## src/rtl/lpl_pkg.sv

```systemverilog
`default_nettype none

package lpl_pkg;

    // Field widths fixed by the frame format
    localparam int SAMPLE_BITS    = 24;
    localparam int GAIN_FRAC_BITS = 16;
    localparam int GAIN_BITS      = GAIN_FRAC_BITS + 1;
    localparam int CEIL_BITS      = 23;
    localparam int COEFF_BITS     = 16;
    localparam int DLEN_BITS      = 8;
    localparam int CHAN_BITS      = 2;
    localparam int PADDR_BITS     = 4;
    localparam int PDATA_BITS     = 32;

    // Shared multiplier: signed sample (or zero-extended coefficient) times gain
    localparam int MUL_A_BITS = SAMPLE_BITS + 1;
    localparam int MUL_B_BITS = GAIN_BITS + 1;
    localparam int PROD_BITS  = MUL_A_BITS + MUL_B_BITS;

    localparam int QUEUE_DEPTH = 2;

    localparam logic [GAIN_BITS-1:0]  GAIN_UNITY = GAIN_BITS'(1) << GAIN_FRAC_BITS;
    localparam logic [PROD_BITS-1:0]  ROUND_BIAS = PROD_BITS'(1) << (GAIN_FRAC_BITS - 1);

    localparam logic [CEIL_BITS-1:0]  CEIL_RESET  = 23'd8388607;
    localparam logic [COEFF_BITS-1:0] COEFF_RESET = 16'd65427;
    localparam logic [DLEN_BITS-1:0]  DLEN_RESET  = 8'd0;
    localparam logic [CHAN_BITS-1:0]  CHAN_RESET  = 2'd2;

    typedef logic signed [SAMPLE_BITS-1:0] lpl_sample_t;
    typedef logic [SAMPLE_BITS-1:0]        lpl_mag_t;
    typedef logic [GAIN_BITS-1:0]          lpl_gain_t;

    typedef enum logic [1:0] {
        REG_CEILING = 2'd0,
        REG_COEFF   = 2'd1,
        REG_DELAY   = 2'd2,
        REG_CHANNEL = 2'd3
    } lpl_reg_t;

    typedef enum logic [1:0] {
        F_IDLE,
        F_PEAK,
        F_DIV,
        F_PUSH
    } lpl_front_state_t;

    typedef enum logic [2:0] {
        B_IDLE,
        B_ENV_A,
        B_ENV_B,
        B_ENV_C,
        B_APPLY0,
        B_APPLY1,
        B_FINISH
    } lpl_back_state_t;

    typedef struct packed {
        lpl_sample_t sample_ch0;
        lpl_sample_t sample_ch1;
        logic        block_last;
    } lpl_in_t;

    typedef struct packed {
        lpl_sample_t out_ch0;
        lpl_sample_t out_ch1;
        lpl_gain_t   applied_gain;
        logic        block_last_out;
    } lpl_out_t;

    // Classified frame handed from the front to the back
    typedef struct packed {
        lpl_sample_t sample_ch0;
        lpl_sample_t sample_ch1;
        logic        block_last;
        lpl_gain_t   target;
    } lpl_job_t;

    typedef struct packed {
        logic [CEIL_BITS-1:0]  ceiling_level;
        logic [COEFF_BITS-1:0] release_coeff;
        logic [DLEN_BITS-1:0]  delay_length;
        logic                  stereo;
        logic                  clear;
    } lpl_cfg_t;

endpackage

`default_nettype wire

```

## src/rtl/lpl_stream_if.sv

```systemverilog
`default_nettype none

interface lpl_stream_if #(
    parameter type T = logic
);
    logic valid;
    logic ready;
    T     payload;

    modport source (output valid, output payload, input ready);
    modport sink   (input valid, input payload, output ready);
endinterface

`default_nettype wire

```

## src/rtl/lpl_queue.sv

```systemverilog
`default_nettype none

module lpl_queue
    import lpl_pkg::*;
(
    input  wire logic    clk,
    input  wire logic    rst_n,
    lpl_stream_if.sink   push,
    lpl_stream_if.source pop
);

    localparam int PW = $clog2(QUEUE_DEPTH);
    localparam int CW = $clog2(QUEUE_DEPTH + 1);

    lpl_job_t         entry_reg [QUEUE_DEPTH];
    logic [PW-1:0]    wr_ptr_reg, rd_ptr_reg;
    logic [CW-1:0]    count_reg;
    logic             do_push, do_pop;

    always_comb
    begin
        push.ready  = count_reg != CW'(QUEUE_DEPTH);
        pop.valid   = count_reg != '0;
        pop.payload = entry_reg[rd_ptr_reg];
        do_push     = push.valid && push.ready;
        do_pop      = pop.valid && pop.ready;
    end

    always_ff @(posedge clk)
    begin
        if (do_push)
        begin
            entry_reg[wr_ptr_reg] <= push.payload;
        end
    end

    always_ff @(posedge clk or negedge rst_n)
    begin
        if (!rst_n)
        begin
            wr_ptr_reg <= '0;
            rd_ptr_reg <= '0;
            count_reg  <= '0;
        end
        else
        begin
            if (do_push)
            begin
                wr_ptr_reg <= (wr_ptr_reg == PW'(QUEUE_DEPTH - 1)) ? '0 : wr_ptr_reg + 1'b1;
            end
            if (do_pop)
            begin
                rd_ptr_reg <= (rd_ptr_reg == PW'(QUEUE_DEPTH - 1)) ? '0 : rd_ptr_reg + 1'b1;
            end
            if (do_push && !do_pop)
            begin
                count_reg <= count_reg + 1'b1;
            end
            else if (do_pop && !do_push)
            begin
                count_reg <= count_reg - 1'b1;
            end
        end
    end

    a_count_bound: assert property (@(posedge clk) disable iff (!rst_n)
        count_reg <= CW'(QUEUE_DEPTH))
        else $error("queue occupancy beyond depth");

endmodule

`default_nettype wire

```

## src/flat_wrapper.sv

```systemverilog
// flat-port wrapper written by rule: the top's interface ports become plain ports
module lpl_queue_flat import lpl_pkg::*;
  (clk, rst_n, push_valid, push_payload, push_ready, pop_valid, pop_payload, pop_ready);
  lpl_stream_if push_i ();
  lpl_stream_if pop_i ();
  input  wire logic clk;
  input  wire logic rst_n;
  input wire logic [$bits(push_i.valid)-1:0] push_valid;
  input wire logic [$bits(push_i.payload)-1:0] push_payload;
  output wire logic [$bits(push_i.ready)-1:0] push_ready;
  output wire logic [$bits(pop_i.valid)-1:0] pop_valid;
  output wire logic [$bits(pop_i.payload)-1:0] pop_payload;
  input wire logic [$bits(pop_i.ready)-1:0] pop_ready;
  assign push_i.valid = push_valid;
  assign push_i.payload = push_payload;
  assign push_ready = push_i.ready;
  assign pop_valid = pop_i.valid;
  assign pop_payload = pop_i.payload;
  assign pop_i.ready = pop_ready;
  lpl_queue u_core (.clk(clk), .rst_n(rst_n), .push(push_i), .pop(pop_i));
endmodule
```

## config.mk

```make
export PLATFORM = sky130hd
export DESIGN_NAME = lpl_queue_flat
export DESIGN_NICKNAME = d
export VERILOG_FILES = /design/src/rtl/lpl_pkg.sv /design/src/rtl/lpl_stream_if.sv /design/src/rtl/lpl_queue.sv /design/src/flat_wrapper.sv
export SDC_FILE = /design/constraint.sdc
export NUM_CORES = 1
export LEC_CHECK = 0
export ABC_AREA = 1
export BUFFER_PORTS_ARGS = -buffer_cell sky130_fd_sc_hd__buf_2
export CORE_AREA = 2 2 39 41
export CTS_BUF_LIST = sky130_fd_sc_hd__clkbuf_8
export DETAILED_ROUTE_END_ITERATION = 7
export DIE_AREA = 0 0 41 43
export HOLD_SLACK_MARGIN = 0.08
export PLACE_DENSITY = 0.5
export SYNTH_ARGS = -nofsm -noshare
export SYNTH_HDL_FRONTEND = slang
export SYNTH_SLANG_ARGS = --single-unit
```

## constraint.sdc

```tcl
create_clock -name clk -period 2.3 [get_ports clk]
set_clock_uncertainty 0.15 [all_clocks]
set_input_delay 0.115 -clock clk [delete_from_list [all_inputs] [get_ports clk]]
set_output_delay 0.115 -clock clk [all_outputs]
set_load 0.005 [all_outputs]
```

==> results.ini, run 1 <==
[status]
outcome=completed

[clock_network]
cts_tree=built
postCtsSetupBuffers=0
cts_sinks=6
clockRootBuffer=clkbuf_8
clockBufferDepth=2
cts.clk_slew.worst_paths_ns=0.04
htree_levels=1
clock_latency_ns=0.22
cts_buffers=3

[floorplanning]
die_y_um=43
die_w_um=41
initial_utilization_pct=22.9
core-area_um2=1380
fp.dieArea_um2=1760
io-pin-count=8
std_cell_rows=14

[route]
drtIter0Drc=4
drt_pass1_iterations=2
drc=0
vias=240
ant_nets=0
routed_wl_um=512
viasPerCell=3.64
routedWlPerCell_um=7.76

[job]
max-cap-violations=0

[power_and_ir_drop]
p_total_w=0.000586
peakVddDrop_v=0.000492
pwr-share-comb_pct=39.9
power_frac_clock_pct=27.3
p_per_area_nw_per_um2=1260
internal_power_w=0.000378
swShare_pct=35.5
p_leak_nw=0.243
p_seq_share_pct=32.9
switchingPower_w=0.000208

[sta]
relSlewSlack_pct=87.0
drv_slew=0
fin_setup_tns_ns=0
rsz0062_at_grt=false
fmax_mhz=655
tightest_slew_ns=0.195
fin_crit_sh_pct=66.4
finalHoldViolCount=0
period_needed_ns=1.53
setup_violations=0

[yosys]
synthCells=34
synth_nets=40
synth_area_um2=317
yosys_warnings=0
synth_seq_area_share_pct=50.6
synth_seq_cells=6
synth_area_per_cell_um2=9.31
synth_cell_types=13

[setup_path]
critPathArrivalTime_ns=1.48
crit_type=primary input to flip-flop
startpoint_type=primary input
end_kind=flip-flop
crit_required_ns=2.26
reg2reg_depth=9
cp_max_fo=4

[hold_path]
min_path_cells=2
worstHoldPathType=flip-flop to flip-flop

[finish]
layout-drive-gt1-share_pct=34.0
area_growth_pct=47.4
n_antenna_cell=0
finalNetCount=57
num-fill-cells=149

[placement]
portBuffers=7
gp_congestion=0.622

[grt]
grt_usage_pct=7.11
grt-ovfl-total=0
antenna_found_initial=0
grt_max_degree=5
grt_pass1_wl_um=765
grt_pass1_vias=214

## power groups by stage
stage / clock network, W / logic [W] / registers [W]
after floorplan: 0 / 0.000177 / 0.000190
after global placement: 0 / 0.000230 / 0.000194
after detailed placement: 0 / 0.000232 / 0.000195
after CTS: 0.000164 / 0.000240 / 0.000194
after global routing: 0.000172 / 0.000269 / 0.000198
final: 0.000160 / 0.000234 / 0.000193
## cells in the mapped netlist
master / n / area (µm²)
dfrtp_1: 4 / 100
nand3_1: 2 / 10.0
nand2_2: 2 / 12.5
nand2_4: 2 / 22.5
ha_1: 1 / 12.5
edfxtp_1: 2 / 60.1
nor2_1: 2 / 7.51
nand4_1: 1 / 6.26
nand2_1: 9 / 33.8
inv_1: 5 / 18.8
xnor2_1: 1 / 8.76
xor2_2: 1 / 16.3
inv_2: 2 / 7.51
## stage by stage
step           hold WS [ns]  instances  worst slack, ns  utilization [%]  instance area (µm²)
2_1_floorplan        -0.331         34            0.865                -                  317
6_report              0.338         66            0.773             33.7                  467
3_5_place_dp         -0.224         57            0.777             26.9                  372
4_1_cts               0.343         66            0.771             33.7                  467
5_1_grt               0.388         66            0.693             33.7                  467
3_3_place_gp         -0.226         57            0.800             26.9                  372
## area by class of cell
class | count | area (µm²) | area share, %
clock inverters | 1 | 3.75 | 0.804
repair buffers | 12 | 85.1 | 18.2
multi-input cells | 21 | 130 | 27.9
inverters | 7 | 26.3 | 5.63
flip-flops and latches | 6 | 160 | 34.3
clock buffers | 3 | 41.3 | 8.85
well taps | 16 | 20.0 | 4.29
## repair_timing
| action | 4_1_cts | 5_1_grt |
|---|---|---|
| resized for setup | 0 | 0 |
| hold endpoints to repair | 8 | 0 |
| hold buffers | 5 | 0 |
## final timing paths
kind	start	end	slack, ns
setup / recovery	push_valid	u_core.count_reg[1]	0.77
max in group asynchronous	rst_n	u_core.count_reg[0]	1.19
hold / removal	u_core.rd_ptr_reg	u_core.rd_ptr_reg	0.34
min in group asynchronous	rst_n	u_core.rd_ptr_reg	0.63
setup reg to reg	u_core.count_reg[0]	u_core.count_reg[1]	0.79
hold reg to reg	u_core.rd_ptr_reg	u_core.rd_ptr_reg	0.34
## cells by family (layout without fill, tap and decap cells)
kind of cell	after synthesis	after routing	synth area share (%)
and+or+nand+nor	18	18	29.2
buffers and inverters	7	23	8.30
DFF	6	6	50.6
xor gates and xnor gates	2	2	7.91
adders and majority gates	1	1	3.95
## cell usage in the layout (no fill, tap or decap), types with 3 or more instances in the layout
cell | netlist | layout
nand2_1 | 9 | 9
buf_2 | 0 | 7
inv_1 | 5 | 6
dlygate4sd3_1 | 0 | 5
dfrtp_1 | 4 | 4
clkbuf_8 | 0 | 3
## per-layer routing
layer	global-route usage (%)	up-vias	routed length, µm
met5	0	-	0
met4	8.00	0	8
met3	3.14	2	30
met2	8.44	6	236
met1	8.36	99	236
li1	-	133	-
## worst max-delay path: stages
cell and delay, ns:
dlygate4sd3_1 0.54, buf_2 0.14, nand2_4 0.09, inv_1 0.05, ha_1 0.29, inv_1 0.08, nand3_1 0.08, nand2_1 0.06
nand2_1 0.05
Power figures use the tool's default switching activity.
==> inputs of run 2 (changes only) <==
--- a/config.mk
+++ b/config.mk
@@ -12,7 +12,7 @@
 export DETAILED_ROUTE_END_ITERATION = 7
 export DIE_AREA = 0 0 41 43
 export HOLD_SLACK_MARGIN = 0.08
-export PLACE_DENSITY = 0.5
+export PLACE_DENSITY = 0.51
 export SYNTH_ARGS = -nofsm -noshare
 export SYNTH_HDL_FRONTEND = slang
 export SYNTH_SLANG_ARGS = --single-unit
==> constraint.sdc (replaced) <==
create_clock -name clk -period 1.4 [get_ports clk]
set_clock_uncertainty 0.15 [all_clocks]
set_input_delay 0.07 -clock clk [delete_from_list [all_inputs] [get_ports clk]]
set_output_delay 0.07 -clock clk [all_outputs]
set_load 0.005 [all_outputs]
==> run 2 against run 1 <==
Net effect: global-route usage increased by 0.29 points; worst hold slack got worse by 0.23 ns; combinational power increased by 120%; via count increased by 8.8%; total power increased by 86%; sequential share of layout area decreased by 2.7 points.
==> results.ini, run 2 (same netlist as run 1, synthesis figures left out) <==
[status]
outcome=completed

[route]
drtIter0Drc=2  ; -2
drc=0  ; unchanged
viasPerCell=3.78  ; +4.0%
drt_pass1_iterations=2  ; unchanged
routed_wl_um=557  ; +8.8%
routedWlPerCell_um=8.07  ; +4.1%
ant_nets=0  ; unchanged
vias=261  ; +8.8%

[finish]
instances_no_fill=69  ; +4.5%
layout-drive-gt1-share_pct=47.2  ; +13 points
num-fill-cells=138  ; -7.4%
postLayoutCellArea_um2=507  ; +8.6%
n_antenna_cell=0  ; unchanged
final_common_cell=nand2_1
final_cell_mix=9 x nand2_1, 7 x buf_2
area_growth_pct=60.1
finalNetCount=60  ; +5.3%

[sta]
setup_violations=0  ; unchanged
tightest_slew_ns=0.192  ; -0.00292 ns
setup_slack_ns=0.0305  ; -0.742 ns
fin_setup_tns_ns=0  ; unchanged
fmax_mhz=730
finalHoldViolCount=0  ; unchanged
drv_slew=0  ; unchanged
rsz0062_at_grt=true
period_needed_ns=1.37
whs_ns=0.111  ; -0.227 ns
fin_crit_sh_pct=97.8
relSlewSlack_pct=87.2  ; +0.20 points

[setup_path]
startpoint_type=flip-flop
end_kind=flip-flop
cp_max_fo=3  ; -1
crit_type=flip-flop to flip-flop
critPathArrivalTime_ns=1.32  ; -0.16 ns
cp_cell_sequence=inv_2 > nand2_4 > nand2_4 > inv_4 > ha_4 > buf_4 > xnor2_1
max_stage_delay_ns=0.37  ; -0.17 ns
crit_top_cell=nand2_4
crit_buf_inv=3  ; -1
critPathSlowestCell=dfrtp_1
crit_family=flip-flops
crit_required_ns=1.35  ; -0.91 ns

[floorplanning]
io-pin-count=8  ; unchanged
initial_utilization_pct=22.9  ; unchanged
std_cell_rows=14  ; unchanged
core-area_um2=1380  ; unchanged
fp.dieArea_um2=1760  ; unchanged
die_y_um=43  ; unchanged
die_w_um=41  ; unchanged

[job]
max-cap-violations=0  ; unchanged

[placement]
dp.cells=60  ; +5.3%
portBuffers=7  ; unchanged
pre_cts_slack_ns=0.0218  ; -0.755 ns
gp_congestion=0.632  ; +1.6%
dpl_cell_area_um2=407  ; +9.4%

[clock_network]
cts_buffers=3  ; unchanged
cts_tree=built
cts_sinks=6  ; unchanged
clock_latency_ns=0.22  ; about the same
htree_levels=1  ; unchanged
cts.clk_slew.worst_paths_ns=0.04  ; about the same
clockBufferDepth=2  ; unchanged
clockRootBuffer=clkbuf_8

[hold_path]
worstHoldPathType=primary input to flip-flop

[power_and_ir_drop]
p_per_area_nw_per_um2=2150  ; +71%
peakVddDrop_v=0.000837  ; +70%
p_leak_nw=0.257  ; +5.9%

[grt]
antenna_found_initial=0  ; unchanged
grt_max_degree=5  ; unchanged
grt-ovfl-total=0  ; unchanged
grt_usage_pct=7.40  ; +0.29 points
grt_pass1_wl_um=848  ; +11%
grt_pass1_vias=234  ; +9.3%

[run 2: cell types whose count changed in the layout (fill, tap and decap cells not counted), sizes merged]
| cell | previous run | this run |
|---|---|---|
| buf | 7 | 11 |
| dlygate4sd3 | 5 | 4 |
[run 2: worst min-delay path, cell delays in order]
cell and delay, ns:
buf_2 0.11, nand2_4 0.08, buf_4 0.12, xor2_2 0.05
[run 2: power breakdown]
| group | switching [W] | internal, W |
|---|---|---|
| sequential | 0.0000490 | 0.000261 |
| clock | 0.0000743 | 0.000188 |
| combinational | 0.000259 | 0.000259 |
[run 2: area by class of cell]
class / instances / area [µm²] / area share, %
well taps: 16 / 20.0 / 3.95
repair buffers: 15 / 105 / 20.7
flip-flops and latches: 6 / 160 / 31.6
multi-input cells: 21 / 148 / 29.1
inverters: 7 / 28.8 / 5.68
clock buffers: 3 / 41.3 / 8.15
clock inverters: 1 / 3.75 / 0.741
[run 2: path summary, 6_finish.rpt]
| check | start | to | slack, ns | depth (start not counted) |
|---|---|---|---|---|
| max | u_core.count_reg[0] | u_core.count_reg[0] | 0.03 | 7 |
| min | push_valid | u_core.wr_ptr_reg | 0.11 | 4 |
| max reg2reg | u_core.count_reg[0] | u_core.count_reg[0] | 0.03 | 7 |
| min reg2reg | u_core.rd_ptr_reg | u_core.rd_ptr_reg | 0.35 | 2 |
| max in group asynchronous | rst_n | u_core.count_reg[1] | 0.32 | 3 |
| min in group asynchronous | rst_n | u_core.rd_ptr_reg | 0.60 | 3 |
[run 2: repair_timing]
action                     4_1_cts  5_1_grt
buffers inserted                 0        1
hold endpoints to repair         7        0
hold buffers                     4        0
gates resized for setup          0        4
setup endpoints to repair        0        1
[run 2: routing by layer]
metal	track usage (%)	vias to the layer above	wire length, µm
met5	0	-	0
met4	6.00	0	0
met3	1.57	0	15
met2	10.9	4	295
met1	8.64	114	245
li1	-	143	-
[run 2: metrics by stage]
step | util (%) | power [W]
2_1_floorplan | - | 0.000623
3_3_place_gp | 29.4 | 0.000777
3_5_place_dp | 29.4 | 0.000787
4_1_cts | 35.5 | 0.00107
5_1_grt | 36.6 | 0.00119
6_report | 36.6 | 0.00109
==> inputs of run 3 (changes only) <==
--- a/config.mk
+++ b/config.mk
@@ -7,10 +7,10 @@
 export LEC_CHECK = 0
 export ABC_AREA = 1
 export BUFFER_PORTS_ARGS = -buffer_cell sky130_fd_sc_hd__buf_2
-export CORE_AREA = 2 2 39 41
+export CORE_AREA = 4 4 41 43
 export CTS_BUF_LIST = sky130_fd_sc_hd__clkbuf_8
 export DETAILED_ROUTE_END_ITERATION = 7
-export DIE_AREA = 0 0 41 43
+export DIE_AREA = 0 0 45 47
 export HOLD_SLACK_MARGIN = 0.08
 export PLACE_DENSITY = 0.51
 export SYNTH_ARGS = -nofsm -noshare
==> run 3 against run 2 <==
Net effect: global-route usage fell by 1.3 points; design area rose by 0.74%; sequential share of layout area fell by 0.23 points.
==> results.ini, run 3 (same netlist as run 1, synthesis figures left out) <==
[status]
outcome=completed

[finish]
layout-drive-gt1-share_pct=46.2  ; -1.0 points
num-fill-cells=140  ; +1.4%
instances_no_fill=67  ; -2.9%
finalNetCount=59  ; -1.7%
area_growth_pct=61.3
post-route-util_pct=39.2  ; +2.6 points
n_antenna_cell=0  ; unchanged
final_cell_mix=9 x nand2_1, 7 x buf_2
postLayoutCellArea_um2=510  ; +0.74%
final_common_cell=nand2_1

[grt]
antenna_found_initial=0  ; unchanged
grt_usage_pct=6.13  ; -1.3 points
grt-ovfl-total=0  ; unchanged
grt_max_degree=5  ; unchanged
grt_pass1_wl_um=890  ; +5.0%
grt_pass1_vias=249  ; +6.4%

[route]
routedWlPerCell_um=8.34  ; +3.4%
drc=0  ; unchanged
drt-met1-wl_um=261  ; +6.5%
vias=255  ; -2.3%
routed_wl_um=559  ; +0.36%
routed-wl-met3_um=29  ; +93%
viasPerCell=3.81  ; +0.62%
ant_nets=0  ; unchanged
topRoutingLayerUsed=met3
drt_pass1_iterations=4  ; +2
drtIter0Drc=6  ; +4
met2_length_um=267  ; -9.5%

[setup_path]
critPathArrivalTime_ns=1.31  ; about the same
crit_required_ns=1.35  ; about the same
crit_type=flip-flop to flip-flop
cp_max_fo=3  ; unchanged
critPathSlowestCell=dfrtp_1
r2r_end=u_core.count_reg[1]
rr_startpoint=u_core.count_reg[0]
cp_cell_sequence=inv_2 > nand2_4 > nand2_4 > inv_4 > ha_4 > inv_4 > nand3_2 > nand2_1 > nand2_1
startpoint_type=flip-flop
max_stage_delay_ns=0.38  ; about the same
reg2reg_depth=9  ; +2
r2r_slack_ns=0.04  ; about the same
crit_family=flip-flops
end_kind=flip-flop
crit_buf_inv=3  ; unchanged

[floorplanning]
core-area_um2=1300  ; -6.0%
initial_utilization_pct=24.3  ; +1.5 points
fp.dieArea_um2=2120  ; +20%
std_cell_rows=13  ; -1
die_y_um=47  ; +9.3%
die_w_um=45  ; +9.8%
io-pin-count=8  ; unchanged

[power_and_ir_drop]
peakVddDrop_v=0.00107  ; +28%
p_seq_share_pct=28.3  ; about the same
internal_power_w=0.000706  ; -0.45%
p_per_area_nw_per_um2=2170  ; +0.76%
power_frac_clock_pct=23.6  ; -0.5 points
pwr-share-comb_pct=48.1  ; +0.6 points
p_leak_nw=0.260  ; +0.98%
swShare_pct=36.3  ; +1.3 points
switchingPower_w=0.000402  ; +5.1%

[clock_network]
cts_buffers=3  ; unchanged
clock_latency_ns=0.22  ; about the same
cts.clk_slew.worst_paths_ns=0.03  ; about the same
clockBufferDepth=2  ; unchanged
htree_levels=1  ; unchanged
cts_sinks=6  ; unchanged
cts_tree=built
clockRootBuffer=clkbuf_8

[placement]
dp.cells=58  ; -3.3%
portBuffers=7  ; unchanged
place_hpwl_um=437
gp_congestion=0.634  ; +0.30%
dpl_cell_area_um2=398  ; -2.2%

[hold_path]
worstHoldPathType=primary input to flip-flop
min_path_cells=4  ; unchanged
holdPathEnd=u_core.wr_ptr_reg
hp-start=push_valid

[sta]
setup_violations=0  ; unchanged
whs_ns=0.107  ; -0.00456 ns
relSlewSlack_pct=86.4  ; -0.76 points
fin_crit_sh_pct=97.2  ; -0.61 points
period_needed_ns=1.36  ; -0.00859 ns
tightest_slew_ns=0.203  ; +0.0113 ns
fmax_mhz=735  ; +0.63%
finalHoldViolCount=0  ; unchanged
drv_slew=0  ; unchanged
rsz0062_at_grt=true

[job]
max-cap-violations=0  ; unchanged

[run 3: how the worst max path moves through the flow]
stage | to | cells past startpoint | slack, ns | start
after floorplan | u_core.count_reg[1] | 9 | 0.03 | u_core.count_reg[0]
after global placement | u_core.count_reg[1] | 8 | 0.03 | u_core.count_reg[1]
final | u_core.count_reg[1] | 9 | 0.04 | u_core.count_reg[0]
after detailed placement | u_core.count_reg[1] | 8 | 0.001 | u_core.count_reg[1]
after global routing | u_core.count_reg[1] | 9 | -0.04 | u_core.count_reg[0]
after CTS | u_core.count_reg[1] | 8 | 0.0007 | u_core.count_reg[1]
[run 3: worst register-to-register path, delay by kind of cell (launching register included)]
family,cells,cell delay (ns)
and+or+nand+nor,5,0.29
adders and majority gates,1,0.22
DFF,1,0.38
buffers and inverters,3,0.19
[run 3: stage by stage]
stage | setup WS, ns | setup TNS [ns] | total power (W)
after floorplan | 0.0334 | 0 | 0.000623
after global placement | 0.0293 | 0 | 0.000758
after detailed placement | 0.00121 | 0 | 0.000759
after CTS | 0.000659 | 0 | 0.00104
after global routing | -0.0417 | -0.0417 | 0.00120
final | 0.0391 | 0 | 0.00111
[run 3: power by group through the flow]
stage	sequential (W)	combinational (W)	clock (W)
3_3_place_gp	0.000312	0.000446	0
6_report	0.000313	0.000533	0.000262
3_5_place_dp	0.000316	0.000443	0
5_1_grt	0.000324	0.000597	0.000282
4_1_cts	0.000313	0.000456	0.000275
2_1_floorplan	0.000311	0.000311	0
[run 3: cell type report]
| cell class | instances | area [µm²] | area share, % |
|---|---|---|---|
| clock buffers | 3 | 41.3 | 8.09 |
| clock inverters | 1 | 3.75 | 0.735 |
| inverters | 7 | 31.3 | 6.13 |
| multi-input cells | 21 | 158 | 30.9 |
| flip-flops and latches | 6 | 160 | 31.4 |
| well taps | 15 | 18.8 | 3.68 |
| repair buffers | 14 | 97.6 | 19.1 |
[run 3: repair_timing]
action / CTS / global route
hold buffers: 4 / 0
endpoints found under the hold margin: 7 / 0
pin swaps: 2 / 3
endpoints found under the setup margin: 1 / 1
resized for setup: 0 / 7
cloned: 0 / 0
setup buffers: 0 / 1
[run 3: per-layer routing]
layer  vias to the layer above  GRT usage [%]
met5                         -              0
met3                         0           2.30
met2                         4           9.32
met1                       112           6.74
li1                        139              -
met4                         0           5.26
